$ cat src/rtl/core/tqpl_pkg.sv
// Package with the shared types, constants and helpers of the triangle quantizer.
`timescale 1ns / 1ps
`default_nettype none
package tqpl_pkg;

  // Quantized coordinate width and derived sizes.
  localparam int CoordBits = 16;
  localparam logic [CoordBits-1:0] Scale = {CoordBits{1'b1}};
  localparam int NumW = 32 + CoordBits;
  localparam int LzW = $clog2(CoordBits + 1);
  // Divider takes CoordBits + 2 register stages, the level stage one more.
  localparam int Latency = CoordBits + 3;

  // Configuration register indexes.
  typedef enum logic [2:0] {
    RegXLower = 3'd0,
    RegXUpper = 3'd1,
    RegYLower = 3'd2,
    RegYUpper = 3'd3,
    RegZLower = 3'd4,
    RegZUpper = 3'd5
  } reg_index_t;

  // One input item: three vertices in Q16.16.
  typedef struct packed {
    logic signed [31:0] vert0_x;
    logic signed [31:0] vert0_y;
    logic signed [31:0] vert0_z;
    logic signed [31:0] vert1_x;
    logic signed [31:0] vert1_y;
    logic signed [31:0] vert1_z;
    logic signed [31:0] vert2_x;
    logic signed [31:0] vert2_y;
    logic signed [31:0] vert2_z;
  } tri_t;

  // One result item.
  typedef struct packed {
    logic [3:0]  pop_level;
    logic [15:0] quant0_x;
    logic [15:0] quant0_y;
    logic [15:0] quant0_z;
    logic [15:0] quant1_x;
    logic [15:0] quant1_y;
    logic [15:0] quant1_z;
    logic [15:0] quant2_x;
    logic [15:0] quant2_y;
    logic [15:0] quant2_z;
  } res_t;

  // State carried by one stage of the divider.
  typedef struct packed {
    logic [NumW-1:0]      rem;
    logic [31:0]          den;
    logic [CoordBits-1:0] quo;
    logic                 zero;
    logic                 sat;
  } div_stage_t;

  // Number of leading zero bits, CoordBits when the word is zero.
  function automatic logic [LzW-1:0] lead_zeros(input logic [CoordBits-1:0] x);
    logic [LzW-1:0] n;
    logic           hit;
    n   = LzW'(CoordBits);
    hit = 1'b0;
    for (int i = CoordBits - 1; i >= 0; i--) begin
      if (!hit && x[i]) begin
        n   = LzW'(CoordBits - 1 - i);
        hit = 1'b1;
      end
    end
    return n;
  endfunction

endpackage
`default_nettype wire

$ cat src/rtl/core/tqpl_quant.sv
// Pipelined quantizer of one coordinate: scale and restoring division, one bit a stage.
`timescale 1ns / 1ps
`default_nettype none
module tqpl_quant (
  input  logic                            clk,
  input  logic                            en,
  input  logic signed [31:0]              coord,
  input  logic signed [31:0]              lower,
  input  logic signed [31:0]              upper,
  output logic [tqpl_pkg::CoordBits-1:0]  quant
);
  import tqpl_pkg::*;

  logic [32:0]  diff_full;
  logic [32:0]  span_full;
  logic [31:0]  dlt;
  logic [31:0]  den;
  logic         zero;
  logic [NumW-1:0] num;
  div_stage_t   stage [CoordBits+1];

  // Differences are taken one bit wider so nothing wraps.
  assign diff_full = {coord[31], coord} - {lower[31], lower};
  assign span_full = {upper[31], upper} - {lower[31], lower};

  // First stage: offsets and the zero cases.
  always_ff @(posedge clk) begin
    if (en) begin
      dlt  <= diff_full[31:0];
      den  <= span_full[31:0];
      zero <= (upper <= lower) || (coord <= lower);
    end
  end

  // Numerator times Scale as a shift and a subtract.
  assign num = {dlt, {CoordBits{1'b0}}} - NumW'(dlt);

  // Second stage: numerator and the saturation test.
  always_ff @(posedge clk) begin
    if (en) begin
      stage[0].rem  <= num;
      stage[0].den  <= den;
      stage[0].quo  <= '0;
      stage[0].zero <= zero;
      stage[0].sat  <= num >= {den, {CoordBits{1'b0}}};
    end
  end

  // One quotient bit per stage, most significant first.
  for (genvar k = 0; k < CoordBits; k++) begin : g_div
    localparam int Bit = CoordBits - 1 - k;
    logic [NumW-1:0] trial;
    logic            take;
    div_stage_t      stage_next;
    assign trial = NumW'(stage[k].den) << Bit;
    assign take  = stage[k].rem >= trial;
    always_comb begin
      stage_next          = stage[k];
      stage_next.rem      = take ? stage[k].rem - trial : stage[k].rem;
      stage_next.quo[Bit] = take;
    end
    always_ff @(posedge clk) begin
      if (en) begin
        stage[k+1] <= stage_next;
      end
    end
  end

  // Apply the zero and saturation cases.
  always_comb begin
    if (stage[CoordBits].zero) begin
      quant = '0;
    end else if (stage[CoordBits].sat) begin
      quant = Scale;
    end else begin
      quant = stage[CoordBits].quo;
    end
  end

endmodule
`default_nettype wire

$ cat config.mk
export PLATFORM = sky130hd
export DESIGN_NAME = tqpl_quant
export DESIGN_NICKNAME = d
export VERILOG_FILES = /design/src/rtl/core/tqpl_pkg.sv /design/src/rtl/core/tqpl_quant.sv
export SDC_FILE = /design/constraint.sdc
export NUM_CORES = 2
export LEC_CHECK = 0
export BUFFER_PORTS_ARGS = -buffer_cell sky130_fd_sc_hd__clkbuf_2
export CORE_AREA = 2 2 533 535
export CTS_CLUSTER_DIAMETER = 80
export DETAILED_ROUTE_END_ITERATION = 8
export DIE_AREA = 0 0 535 537
export SKIP_CTS_REPAIR_TIMING = 1
export SLEW_MARGIN = 20
export SYNTH_ARGS = -nofsm -noshare
export SYNTH_HDL_FRONTEND = slang
export SYNTH_SLANG_ARGS = --single-unit
$ cat constraint.sdc
create_clock -name clk -period 9.6 [get_ports clk]
set_input_delay 0.48 -clock clk [delete_from_list [all_inputs] [get_ports clk]]
set_output_delay 0.48 -clock clk [all_outputs]
set_load 0.005 [all_outputs]
==> flow_summary_export.csv <==
group,metric,value,unit
routing,drc,0,
yosys,synth_enable_flop_cells,1515,
power,ir_drop,0.196,mV
critical_path,crit_start,"dlt[16]",
cells_and_area,fillers,27511,
yosys,synth_compound_area_share,15.3,%
clock_network,tritoncts_num_sinks,1515,
sta,final_critical_period,5.80,ns
critical_path,worstPathMaxFanout,7,
yosys,netlist_instances,8003,
sta,max-slew-margin-rel,23.2,%
power,report.power.total,28.7,mW
global_routing,combined_global_route_utilization_of_all_metal_layers,13.9,%
yosys,synthSimpleGateAreaFrac,11.3,%
global_routing,grt_max_degree,183,
routing,first_pass_drt_iterations,6,
cells_and_area,final_net_count,8880,
clock_network,cts_tree,"yes",
sta,timing.hold.ws,0.173,ns
sta,finalCritPeriodShare,60.4,%
cells_and_area,final_layout_size_suffix_gt1_share,6.77,%
clock_network,cts-buffers-inserted,168,
yosys,postSynthRegisterBits,1515,
sta,timing_hold_violations_final,0,
placement,dpl_worst_slack,3.63,ns
yosys,post_synth_fa_ha_maj_area_fraction,9.40,%
die,die_area,0.287,mm^2
sta,tightestPinTransition,1.14,ns
die,die_extent_in_y,537,um
yosys,synth-main-ff-cell,"edfxtp_1",
placement,number_of_buffers_inserted_by_port_buffering,113,
yosys,area_of_the_mapped_netlist,0.0870,mm^2
critical_path,critical_path_class,"register to register",
global_routing,grt_pass1_vias,61328,
power,power_density,295,mW/mm^2
status,outcome,"finished, final reports clean",
yosys,synthesis.area_per_instance,10.9,um^2
sta,rsz0062_at_grt,"false",
min_path,holdCritPathClass,"primary input to register",
die,die_span_in_x,535,um
sta,final_critical_path_setup_slack,3.80,ns
critical_path,reg2reg_slack,3.80,ns
die,initial_utilization,30.9,%
yosys,yosysUniqueCellTypes,106,
run,timing.max_cap.violations,0,
critical_path,worst-r2r-cell-count,23,
sta,finalMaxSlewViolations,0,
sta,fin_worst_skew,0.0276,ns
routing,drt_first_iter_violations,2909,
clock_network,cts_max_path_buffers,3,
critical_path,rr_endpoint,"stage[0][0]",
power,power_leakage,38.3,nW
routing,avgRoutedWirePerCell,16.8,um
cells_and_area,final_common_cell,"edfxtp_1",
routing,wl,202000,um
sta,totalNegativeSetupSlack,0,ns
sta,fmax,172,MHz
sta,report.final.setup_viol,0,
critical_path,critical_path_endpoint,"stage[0][0]",
cells_and_area,antenna-diode-count,0,
routing,vias,58818,
critical_path,endpoint_kind,"register",
die,placementRows,195,
die,num_io_pins,114,
routing,detail_routed_via_count_per_cell,4.90,
critical_path,worstReg2RegStart,"dlt[16]",
clock_network,clk-insertion-delay-late,0.81,ns
critical_path,worst-endpoint-required,10.21,ns
die,placeableCoreArea,0.281,mm^2
global_routing,grt_pass1_wl,322000,um
yosys,synthMuxAreaShare,1.15,%
yosys,parity_gate_share_of_the_synthesized_area_counting_xor_and_xnor_cells,6.27,%
placement,post-dp-hpwl,157000,um
routing,antenna_left,0,
placement,gpl_wtd_cong,0.947,
yosys,async_reset_ff_share,0,%
yosys,largest_family_of_logic_cells_by_synthesized_area,"compound AO/OA/AOI/OAI gates",
clock_network,clockRootBuffer,"clkbuf_16",
global_routing,grt.overflow.total,0,
yosys,synth_fp_nets,8744,
critical_path,critPathLaunchType,"register",
yosys,yosys_warning_count,0,
clock_network,ctsHtreeMaxLevel,4,
cells_and_area,layout_common_cells,"edfxtp_1, inv_1, a21oi_1",
yosys,synth.yosys.seq_area_share,52.3,%
cells_and_area,areaGrowthSynthToFinish,11.6,%
clock_network,clkTransAtPathRegs,0.06,ns
critical_path,worst-endpoint-arrival,6.41,ns
global_routing,antenna_found_initial,0,
-- critical path, stage by stage (launching register included) --
cell and delay (ns):
edfxtp_1 0.56, inv_1 0.24, ha_1 0.25, a21o_1 0.16
a21oi_1 0.18, o31ai_1 0.13, a21oi_2 0.24, o21ai_2 0.12
or4_1 0.42, a41o_1 0.25, nand2_1 0.19, o21ai_1 0.26
nor4_1 0.29, xnor2_1 0.18, ha_1 0.32, nand4_1 0.13
nor3_1 0.34, nand4_1 0.13, or4_1 0.41, nor4_1 0.17
nand4b_1 0.12, nand3_1 0.10, a21oi_1 0.08, o31ai_1 0.29
-- registers in the layout, indices dropped and copies added (netlist names) --
register and flops:
stage 1450, den 32, dlt 32, zero 1
-- worst min-delay path by stage --
| stage | from | end | slack, ns | cells past startpoint |
|---|---|---|---|---|
| 5_1_grt | lower[0] | dlt[0] | 0.15 | 3 |
| 3_5_place_dp | stage[0][980] | stage[0][1078] | 0.40 | 0 |
| 6_report | en | stage[0][1491] | 0.17 | 1 |
| 4_1_cts | lower[0] | dlt[0] | 0.10 | 3 |
| 3_3_place_gp | stage[0][1471] | stage[1][1] | 0.40 | 0 |
| 2_1_floorplan | stage[0][980] | stage[0][1078] | 0.40 | 0 |
-- layer usage --
layer / wire [um] / part of all wire (%) / global-route usage (%)
met5: 0 / 0 / 0
met4: 10500 / 5.2 / 7.12
met3: 5540 / 2.7 / 1.75
met2: 108000 / 54 / 27.3
met1: 77400 / 38 / 14.2
-- cells in the mapped netlist, drive strengths merged, types with 92 or more instances --
cell type | count | area share [%]
edfxtp | 1515 | 52
inv | 771 | 3.3
a21oi | 744 | 4.3
ha | 626 | 9.0
nand2 | 596 | 2.6
nor2 | 557 | 2.4
o21ai | 493 | 2.9
xnor2 | 376 | 3.8
a21o | 325 | 2.8
xor2 | 247 | 2.5
clkbuf | 152 | 0.66
nand3 | 143 | 0.82
nor3 | 125 | 0.73
nand4 | 106 | 0.76
nand2b | 98 | 0.70
nor2b | 92 | 0.66
-- layout make-up --
| class | instances | area [um^2] | area share [%] |
|---|---|---|---|
| Sequential cell | 1515 | 45500 | 46.9 |
| Clock buffer | 202 | 4350 | 4.48 |
| Clock inverter | 96 | 766 | 0.789 |
| Multi-Input combinational cell | 5530 | 37900 | 39.1 |
| Inverter | 771 | 2900 | 2.98 |
| Timing Repair Buffer | 153 | 931 | 0.959 |
| Tap cell | 3743 | 4680 | 4.83 |
-- report_power, final --
part	internal, mW	switching [mW]	leakage (nW)
clock	3.40	2.63	2.48
sequential	9.58	0.920	14.7
combinational	5.13	7.00	21.2
total	18.1	10.6	38.3
-- metrics by stage --
step	cells	cell area [um^2]	util, %
after CTS	12010	97100	34.5
after global placement	11712	91900	32.7
after detailed placement	11712	91900	32.7
final	12010	97100	34.5
after global routing	12010	97100	34.5
after floorplan	8003	87000	-
-- cell families (layout without fill, tap and decap cells) --
family                     after synthesis  count (layout)
AOI/OAI and AO/OA                     2126            2126
xor gates and xnor gates               623             623
adders and majority gates              643             643
buffers and inverters                  958            1222
DFF                                   1515            1515
muxes                                   89              89
and+or+nand+nor                       2049            2049
No activity file was read; power rests on OpenSTA's default activity.
